===== config.mk =====
export PLATFORM = sky130hd
export DESIGN_NAME = scc_ram
export DESIGN_NICKNAME = d
export VERILOG_FILES = /design/src/sv/scc_ram.sv
export SDC_FILE = /design/constraint.sdc
export NUM_CORES = 1
export LEC_CHECK = 0
export BUFFER_PORTS_ARGS = -buffer_cell sky130_fd_sc_hd__buf_2
export CAP_MARGIN = 20
export CORE_ASPECT_RATIO = 1.2
export CORE_MARGIN = 10
export CORE_UTILIZATION = 37
export DETAILED_ROUTE_END_ITERATION = 10
export PLACE_DENSITY = 0.52
export SYNTH_ARGS = -nofsm -noshare
export SYNTH_HDL_FRONTEND = slang
export SYNTH_SLANG_ARGS = --single-unit

===== constraint.sdc =====
create_clock -name i_clk -period 1.85 [get_ports i_clk]
set_clock_uncertainty 0.1 [all_clocks]
set_input_delay 0.0925 -clock i_clk [delete_from_list [all_inputs] [get_ports i_clk]]
set_output_delay 0.0925 -clock i_clk [all_outputs]
set_load 0.02 [all_outputs]

===== src/sv/scc_ram.sv =====
// ----------------------------------------------------------------------------
// scc_ram
// Generic simple dual-port RAM, one write port, one registered read port.
// ----------------------------------------------------------------------------
`default_nettype none

module scc_ram #(
    parameter int WIDTH = 8,
    parameter int DEPTH = 16
) (
    input  wire logic                     i_clk,
    input  wire logic                     i_we,
    input  wire logic [$clog2(DEPTH)-1:0] i_waddr,
    input  wire logic [WIDTH-1:0]         i_wdata,
    input  wire logic [$clog2(DEPTH)-1:0] i_raddr,
    output logic      [WIDTH-1:0]         o_rdata
);

    logic [WIDTH-1:0] r_mem [DEPTH];

    always_ff @(posedge i_clk) begin
        if (i_we) begin
            r_mem[i_waddr] <= i_wdata;
        end
        o_rdata <= r_mem[i_raddr];
    end

endmodule

`default_nettype wire


==> metrics.cfg, run 1 <==
[power_and_ir_drop]
sequentialPowerShare=0.472
clkPwrFrac=0.479
combPwrFrac=0.049
netSwitchingPower_w=0.00137
p_per_area_nw_per_um2=1170
internal-power_w=0.00598
leakage_nw=2.14
max-vdd-ir-drop_uv=518
finalPower_w=0.00734
p_sw_frac=0.186

[floorplanning]
core_sq_um=13700
io_pins=26
die_h_microns=149
row_count=47
die_w_microns=128
dieArea_sq_um=19000
start_util=0.376

[worst_hold_path]
min_from=i_waddr[0]
worstHoldEndpoint=r_mem[8][7]
min_path_cells=3
min_path_type=input port to flip-flop

[clock_tree]
cts_resized=0
cts_tree=done
path_clk_slew_ns=0.05
clkLatencyLatePin_ns=0.40
clk_path_buf_depth=2
ctsRootBufferMaster=clkbuf_16
htree_levels=4
cts_made_buffers=17
cts_sinks=136

[worst_setup_path]
reg2regPathDepth=3
arrival_ns=1.65
required_ns=2.03
worstPathMaxFanout=1
rrSetupSlack_ns=0.38
path_class=flip-flop to flip-flop
critPathLaunchType=flip-flop
reg2reg_from=r_mem[1][2]
reg2reg_to=o_rdata[2]
endpoint_kind=flip-flop

[placed_design]
io_buffers=25
hpwl_microns=6470
gp_congestion=0.735
placed_area_sq_um=5580

[logic_synthesis]
ys.flop_type=edfxtp_1
netlist_top_cells_area=edfxtp_1 (75%), mux4_2 (7.9%), mux4_1 (7.1%)
synth_edf_count=128
avgSynthCellArea_sq_um=22.5
yosys.area.top_type=edfxtp_1
syn_nets=247
ys_top_cells_by_count=edfxtp_1 (128), mux4_2 (18), a22oi_1 (16)
synth_cell_types=19
synthCells=229
ys_ff_latch=136
synthArstFlopShare=0
synth_area_sq_um=5150
yosysSeqAreaShare=0.778
yosysWarnings=0
synth_top_area_frac=0.747
yosysMostFrequentCell=edfxtp_1

[sta]
max_freq_mhz=678
finalHoldViolCount=0
slew_headroom=0.711
setup_viol=0
slew_violations=0
fin_setup_tns_ns=0
min_period_over_period=0.797
rsz0062_at_grt=false
min_period_ns=1.47
tightest_slew_ns=0.434
hold_slack_ns=0.161

[final_layout]
syn2layout_area_growth_pct=22.0
fin_nets=310
utilization=0.458
final_layout_size_suffix_gt1_frac=0.295
diodes=0
n_fill_cell=1171
final_cell_area_sq_um=6280

[grt]
grt_pass1_vias=2677
met3_usage=0.0366
grt_start_max_net_pins=33
busiest_layer=met2
grt.met2_usage=0.189
grt_use_met1=0.147
gr-total-overflow=0
grt_antenna_before_repair=0
grt_pass1_wl_microns=16200
grt_usage=0.118

[routing]
viasPerCell=5.10
drt-initial-drc-count=146
vias=2428
drc=0
drtAntennaViolNets=0
drt_pass1_iterations=4
wl_microns=10500
routedWlPerCell_microns=22.0

[flow_run]
cap_violations=0

[run_status]
outcome=finished, final reports clean

[critical path, cell delays in order (launching register included)]
cell and delay [ns]:
edfxtp_1 0.35, mux4_1 0.50, a22oi_1 0.31, nand2_1 0.09
[registers in the layout (all words and copies together) (netlist names)]
name,count
o_rdata,8
r_mem,128
[power groups by stage]
| stage | Sequential (W) | Clock [W] | Combinational [W] |
|---|---|---|---|
| finish | 0.00347 | 0.00352 | 0.000358 |
| detailed placement | 0.00353 | 0 | 0.000356 |
| global route | 0.00347 | 0.00374 | 0.000394 |
| global placement | 0.00353 | 0 | 0.000353 |
| CTS | 0.00347 | 0.00359 | 0.000371 |
| floorplan | 0.00355 | 0 | 0.000175 |
[cell type report]
| class | count | area, sq um | share of cell area |
|---|---|---|---|
| well taps | 171 | 214 | 0.0341 |
| clock inverters | 10 | 175 | 0.0279 |
| repair buffers | 54 | 388 | 0.0617 |
| multi-input cells | 83 | 1060 | 0.168 |
| clock buffers | 22 | 444 | 0.0707 |
| flip-flops and latches | 136 | 4000 | 0.637 |
[routing by layer]
layer	wire length, microns	vias to the layer above	share of wire
met4	122	0	0.012
met3	384	14	0.037
li1	-	1097	-
met2	5360	52	0.51
met1	4620	1265	0.44
met5	0	-	0
[cell families (layout without fill, tap and decap cells)]
group,Yosys count,count (layout),synth area share
flip-flops,136,136,0.778
AND/OR/NAND/NOR,35,35,0.0318
multiplexers,32,32,0.150
AO/OA/AOI/OAI,16,16,0.0233
buffers and inverters,10,86,0.0168
[what timing repair did]
item / 4_1_cts / 5_1_grt
hold buffers: 8 / 0
buffers inserted: 0 / 0
hold endpoints to repair: 128 / 0
[worst max-delay path by stage]
| stage | startpoint | end | slack, ns | cells past startpoint |
|---|---|---|---|---|
| 4_1_cts | r_mem[2][0] | o_rdata[0] | 0.33 | 3 |
| 5_1_grt | r_mem[1][0] | o_rdata[0] | 0.29 | 3 |
| 3_5_place_dp | i_raddr[0] | o_rdata[0] | 0.15 | 5 |
| 6_report | r_mem[1][2] | o_rdata[2] | 0.38 | 3 |
| 2_1_floorplan | i_waddr[2] | r_mem[0][0] | 0.16 | 2 |
| 3_3_place_gp | i_raddr[0] | o_rdata[0] | 0.15 | 5 |
[metrics by stage]
stage / instances / setup WS, ns
2_1_floorplan: 229 / 0.165
3_3_place_gp: 436 / 0.147
3_5_place_dp: 436 / 0.154
4_1_cts: 476 / 0.332
5_1_grt: 476 / 0.288
6_report: 476 / 0.376
[cells in the final DEF, fill, tap and decap left out]
cell type and n:
dlygate4sd3_1 8, edfxtp_1 128, nor3_1 4, nor2b_1 1
nand3_1 1, or3b_2 1, dfxtp_1 8, a22oi_1 16
nand2b_1 2, buf_12 2, bufinv_16 5, buf_2 25
clkinv_1 2, clkinvlp_4 1, clkbuf_16 17, nand3b_1 2
clkbuf_1 5, mux4_2 18, nor2_1 13, clkinv_2 2
buf_4 19, nand2_1 9, mux4_1 14, and2_1 1
and2b_1 1
(Power assumes the default switching activity.)
==> run 2, diff against run 1 <==
--- a/config.mk
+++ b/config.mk
@@ -11,7 +11,7 @@
 export CORE_MARGIN = 10
 export CORE_UTILIZATION = 37
 export DETAILED_ROUTE_END_ITERATION = 10
-export PLACE_DENSITY = 0.52
+export PLACE_DENSITY = 0.54
 export SYNTH_ARGS = -nofsm -noshare
 export SYNTH_HDL_FRONTEND = slang
 export SYNTH_SLANG_ARGS = --single-unit
==> constraint.sdc (replaced) <==
create_clock -name i_clk -period 1.35 [get_ports i_clk]
set_clock_uncertainty 0.1 [all_clocks]
set_input_delay 0.0675 -clock i_clk [delete_from_list [all_inputs] [get_ports i_clk]]
set_output_delay 0.0675 -clock i_clk [all_outputs]
set_load 0.02 [all_outputs]
==> run 2 against run 1 <==
The run now ends with setup timing left; critical path type unchanged; via count up 4.1%; combinational power up 55%; maximum frequency up 8.6%; largest cell class unchanged; sequential power up 37%; non-clock buffer count up 14; first-iteration DRC count up 100%; wire length up 4.7%; critical path depth unchanged; power up 33%; register-to-register slack worse by 0.38 ns; highest routed layer unchanged.
==> metrics.cfg, run 2 (synthesized netlist as in run 1, its figures left out) <==
[run_status]
outcome=complete, but fails checks
violations=setup timing

[worst_setup_path]
path_class=flip-flop to flip-flop
rrSetupSlack_ns=-0.007  ; -0.38 ns
worstPathMaxFanout=1  ; unchanged
slowest_stage=mux4_2
required_ns=1.55  ; -0.48 ns
endpoint_kind=flip-flop
reg2reg_from=r_mem[7][3]
critPathLaunchType=flip-flop
path_cells=mux4_2 > a22oi_2 > nand2_1
crit_buf_inv=0  ; unchanged
cpPeakStageDelay_ns=0.52  ; +0.02 ns
setup.worst_path.start=r_mem[7][3]
reg2regPathDepth=3  ; unchanged
reg2reg_to=o_rdata[3]
arrival_ns=1.55  ; -0.10 ns
cp.depth=3  ; unchanged
crit_family=multiplexers

[placed_design]
dp_slack_ns=-0.279  ; -0.433 ns
gp_congestion=0.738  ; +0.50%
placedCellCount=451  ; +3.4%
hpwl_microns=7160  ; +11%
io_buffers=25  ; unchanged
placed_area_sq_um=5720  ; +2.5%

[floorplanning]
row_count=47  ; unchanged
dieArea_sq_um=19000  ; unchanged
io_pins=26  ; unchanged
die_h_microns=149  ; unchanged
start_util=0.376  ; unchanged
die_w_microns=128  ; unchanged
core_sq_um=13700  ; unchanged

[sta]
tightest_slew_ns=1.11  ; +0.675 ns
min_period_ns=1.36  ; -0.117 ns
finalHoldViolCount=0  ; unchanged
max_freq_mhz=737  ; +8.6%
worst_slack_ns=-0.00722  ; -0.383 ns
slew_violations=0  ; unchanged
min_period_over_period=1.01  ; +0.209
rsz0062_at_grt=true
setup_viol=4  ; +4
slew_headroom=0.258  ; -0.453

[worst_hold_path]
worstHoldEndpoint=r_mem[4][3]
min_path_cells=3  ; unchanged
min_from=i_waddr[1]
min_path_type=input port to flip-flop

[final_layout]
n_fill_cell=1170  ; -0.085%
ff_latch_area_sq_um=4000  ; unchanged
diodes=0  ; unchanged
syn2layout_area_growth_pct=23.8
largest_registers=r_mem x128, o_rdata x8
utilization=0.465  ; +0.00676
multi_input_area_sq_um=1070  ; +1.4%
final_cell_area_sq_um=6370  ; +1.5%
final_cells=490  ; +2.9%
layout_common_cells=edfxtp_1 (128), buf_4 (32), mux4_2 (30)
largest_register_ffs=128  ; unchanged
fin_nets=324  ; +4.5%
largest-register=r_mem
final_layout_size_suffix_gt1_frac=0.420  ; +0.125
final_common_cell=edfxtp_1

[clock_tree]
clk_path_buf_depth=2  ; unchanged
clkLatencyLatePin_ns=0.41  ; about the same
htree_levels=4  ; unchanged
cts_tree=done
cts_sinks=136  ; unchanged
path_clk_slew_ns=0.06  ; about the same
ctsRootBufferMaster=clkbuf_16
cts_made_buffers=17  ; unchanged

[power_and_ir_drop]
leakage_nw=2.16  ; +0.54%
finalPower_w=0.00974  ; +33%
max-vdd-ir-drop_uv=558  ; +7.6%
p_per_area_nw_per_um2=1530  ; +31%

[grt]
grt_antenna_before_repair=0  ; unchanged
grt_pass1_wl_microns=17000  ; +5.3%
grt_pass1_vias=2743  ; +2.5%
gr-total-overflow=0  ; unchanged
grt_usage=0.122  ; +0.00356
grt_start_max_net_pins=17  ; -48%

[routing]
drc=0  ; unchanged
drt-initial-drc-count=292  ; +100%
routedWlPerCell_microns=22.4  ; +1.7%
viasPerCell=5.16  ; +1.1%
drt_pass1_iterations=4  ; unchanged
drtAntennaViolNets=0  ; unchanged
vias=2527  ; +4.1%
wl_microns=11000  ; +4.7%

[flow_run]
cap_violations=0  ; unchanged

[run 2: worst max-delay path by stage]
| stage | slack, ns | endpoint |
|---|---|---|
| 5_1_grt | -0.06 | o_rdata[6] |
| 3_5_place_dp | -0.28 | o_rdata[4] |
| 4_1_cts | -0.03 | o_rdata[6] |
| 3_3_place_gp | -0.29 | o_rdata[4] |
| 6_report | -0.007 | o_rdata[3] |
| 2_1_floorplan | -0.08 | r_mem[3][0] |
[run 2: worst min-delay path: stages]
cell	delay [ns]
buf_2	0.16
nor3_2	0.08
buf_4	0.15
[run 2: layer usage]
metal  wire [microns]  part of all wire  global-route usage  up-vias
met5                0                 0                   0        -
met4              116             0.011              0.0423        0
met3              522             0.048              0.0334       11
met2             5420              0.49               0.195       67
met1             4910              0.45               0.156     1331
li1                 -                 -                   -     1118
[run 2: final cells by class]
class,instances,share of cell area
repair buffers,68,0.0793
clock inverters,15,0.0241
clock buffers,17,0.0667
multi-input cells,83,0.168
well taps,171,0.0336
flip-flops and latches,136,0.628
[run 2: power breakdown]
part           internal (W)  switching (W)
clock               0.00272        0.00172
combinational      0.000245       0.000309
sequential          0.00472      0.0000284
[run 2: stage by stage]
stage / hold slack, ns / setup TNS, ns
2_1_floorplan: 0.0664 / -2.54
6_report: 0.112 / -0.0196
3_5_place_dp: 0.369 / -5.29
3_3_place_gp: 0.355 / -4.64
4_1_cts: 0.105 / -0.0377
5_1_grt: 0.116 / -0.338
[run 2: timing repair]
item	in CTS	in global routing
hold endpoints to repair	128	0
buffers inserted	0	0
pin swaps	7	2
setup endpoints to repair	8	8
resized for setup	17	4
hold buffers	8	0
==> run 3, diff against run 2 <==
--- a/config.mk
+++ b/config.mk
@@ -11,6 +11,7 @@
 export CORE_MARGIN = 10
 export CORE_UTILIZATION = 37
 export DETAILED_ROUTE_END_ITERATION = 10
+export MAX_ROUTING_LAYER = met4
 export PLACE_DENSITY = 0.54
 export SYNTH_ARGS = -nofsm -noshare
 export SYNTH_HDL_FRONTEND = slang
==> run 3 against run 2 <==
The flow still finishes with violations (setup timing); hold slack improved by 0.0070 ns; flip-flop and latch count unchanged; utilization is the same; first-iteration DRC count is 14% lower; register-to-register slack is essentially flat; sequential power is essentially flat; power fell by 0.13%; design area unchanged; clock-buffer cell count stayed put; critical endpoint unchanged; largest cell class unchanged.
==> metrics.cfg, run 3 (synthesized netlist as in run 1, its figures left out) <==
[clock_tree]
post_cts_buffers=0  ; unchanged
clkLatencyLatePin_ns=0.41  ; about the same
cts_made_buffers=17  ; unchanged
cts_tree=done
cts_sinks=136  ; unchanged
clk_path_buf_depth=2  ; unchanged
ctsRootBufferMaster=clkbuf_16
htree_levels=4  ; unchanged
path_clk_slew_ns=0.06  ; about the same

[power_and_ir_drop]
p_sw_frac=0.210  ; -0.00107
clkPwrFrac=0.455  ; about the same
netSwitchingPower_w=0.00204  ; -0.64%
combPwrFrac=0.057  ; about the same
max-vdd-ir-drop_uv=558  ; +0.11%
sequentialPowerShare=0.488  ; about the same
p_per_area_nw_per_um2=1530  ; -0.13%
internal-power_w=0.00769  ; about the same
leakage_nw=2.16  ; unchanged

[final_layout]
n_fill_cell=1170  ; unchanged
ff_latch_area_sq_um=4000  ; unchanged
largest_registers=r_mem x128, o_rdata x8
final_common_cell=edfxtp_1
layout_common_cells=edfxtp_1 (128), buf_4 (32), mux4_2 (30)
multi_input_area_sq_um=1070  ; unchanged
final_layout_size_suffix_gt1_frac=0.420  ; unchanged
diodes=0  ; unchanged
syn2layout_area_growth_pct=23.8  ; unchanged
largest-register=r_mem
final_cell_area_sq_um=6370  ; unchanged
largest_register_ffs=128  ; unchanged
fin_nets=324  ; unchanged

[sta]
min_period_over_period=1.01  ; +0.00746
setup_viol=4  ; unchanged
hold_slack_ns=0.119  ; +0.00704 ns
slew_violations=0  ; unchanged
slew_headroom=0.250  ; -0.00765
tightest_slew_ns=1.12  ; +0.0114 ns
fin_setup_tns_ns=-0.0335  ; -0.0139 ns
rsz0062_at_grt=true
finalHoldViolCount=0  ; unchanged
min_period_ns=1.37  ; +0.0101 ns
max_freq_mhz=731  ; -0.74%
worst_slack_ns=-0.0173  ; -0.0101 ns

[worst_setup_path]
path_class=flip-flop to flip-flop
worstPathMaxFanout=1  ; unchanged
critPathLaunchType=flip-flop
endpoint_kind=flip-flop
required_ns=1.54  ; about the same
setup.worst_path.start=r_mem[7][3]
arrival_ns=1.56  ; about the same
reg2reg_from=r_mem[7][3]

[grt]
gr-total-overflow=0  ; unchanged
grt_pass1_vias=2746  ; +0.11%
grt_antenna_before_repair=0  ; unchanged
grt_start_max_net_pins=17  ; unchanged
grt_pass1_wl_microns=17000  ; -0.12%
grt_usage=0.125  ; +0.00355

[routing]
wl_microns=11000  ; about the same
route.top_layer_used=met4
drtAntennaViolNets=0  ; unchanged
routedWlPerCell_microns=22.4  ; about the same
wl_met1_microns=4800  ; -2.4%
drt_pass1_iterations=4  ; unchanged
vias=2540  ; +0.51%
drc=0  ; unchanged
wl_met2_microns=5420  ; -0.13%
drt-initial-drc-count=251  ; -14%
met3WireLength_microns=634  ; +21%
viasPerCell=5.18  ; +0.51%

[floorplanning]
die_w_microns=128  ; unchanged
row_count=47  ; unchanged
die_h_microns=149  ; unchanged
core_sq_um=13700  ; unchanged
dieArea_sq_um=19000  ; unchanged
io_pins=26  ; unchanged
start_util=0.376  ; unchanged

[placed_design]
hpwl_microns=7160  ; unchanged
gp_congestion=0.747  ; +1.2%
placed_area_sq_um=5720  ; unchanged
io_buffers=25  ; unchanged

[run_status]
outcome=complete, but fails checks
violations=setup timing

[flow_run]
cap_violations=0  ; unchanged

[worst_hold_path]
min_path_type=input port to flip-flop
min_from=i_waddr[1]

## run 3: path summary, 6_finish.rpt
path | end | slack [ns] | cells past startpoint
setup / recovery | o_rdata[3] | -0.02 | 3
setup reg to reg | o_rdata[3] | -0.02 | 3
hold / removal | r_mem[4][3] | 0.12 | 3
hold reg to reg | o_rdata[5] | 0.57 | 3
## run 3: final cells by class
cell class                      count  share of cell area
Sequential cell                   136               0.628
Multi-Input combinational cell     83               0.168
Timing Repair Buffer               68              0.0793
Clock buffer                       17              0.0667
Tap cell                          171              0.0336
Clock inverter                     15              0.0241
## run 3: power groups by stage
stage	Combinational (W)	Clock, W	Sequential, W
6_report	0.000554	0.00442	0.00475
2_1_floorplan	0.000241	0	0.00486
3_3_place_gp	0.000517	0	0.00484
5_1_grt	0.000603	0.00471	0.00476
3_5_place_dp	0.000526	0	0.00484
4_1_cts	0.000564	0.00451	0.00475
## run 3: routing by layer
layer	global-route usage	up-vias
met4	0.0423	0
met3	0.0345	10
li1	-	1118
met2	0.194	75
met1	0.156	1337
met5	-	-
## run 3: per-stage QoR
step	total power [W]	instances	worst slack, ns	util
floorplan	0.00510	229	-0.0836	-
global placement	0.00535	451	-0.287	0.418
detailed placement	0.00536	451	-0.279	0.418
CTS	0.00982	490	-0.0253	0.465
global route	0.0101	490	-0.0639	0.465
finish	0.00973	490	-0.0173	0.465
## run 3: timing repair
item	in CTS	in global routing
endpoints found under the hold margin	128	0
pin swaps	7	2
resized for setup	17	4
endpoints found under the setup margin	8	8
hold buffers	8	0
## run 3: worst max-delay path, cell delays in order, from the launching register on
cell	delay, ns
edfxtp_1	0.40
mux4_2	0.52
a22oi_2	0.16
nand2_1	0.08
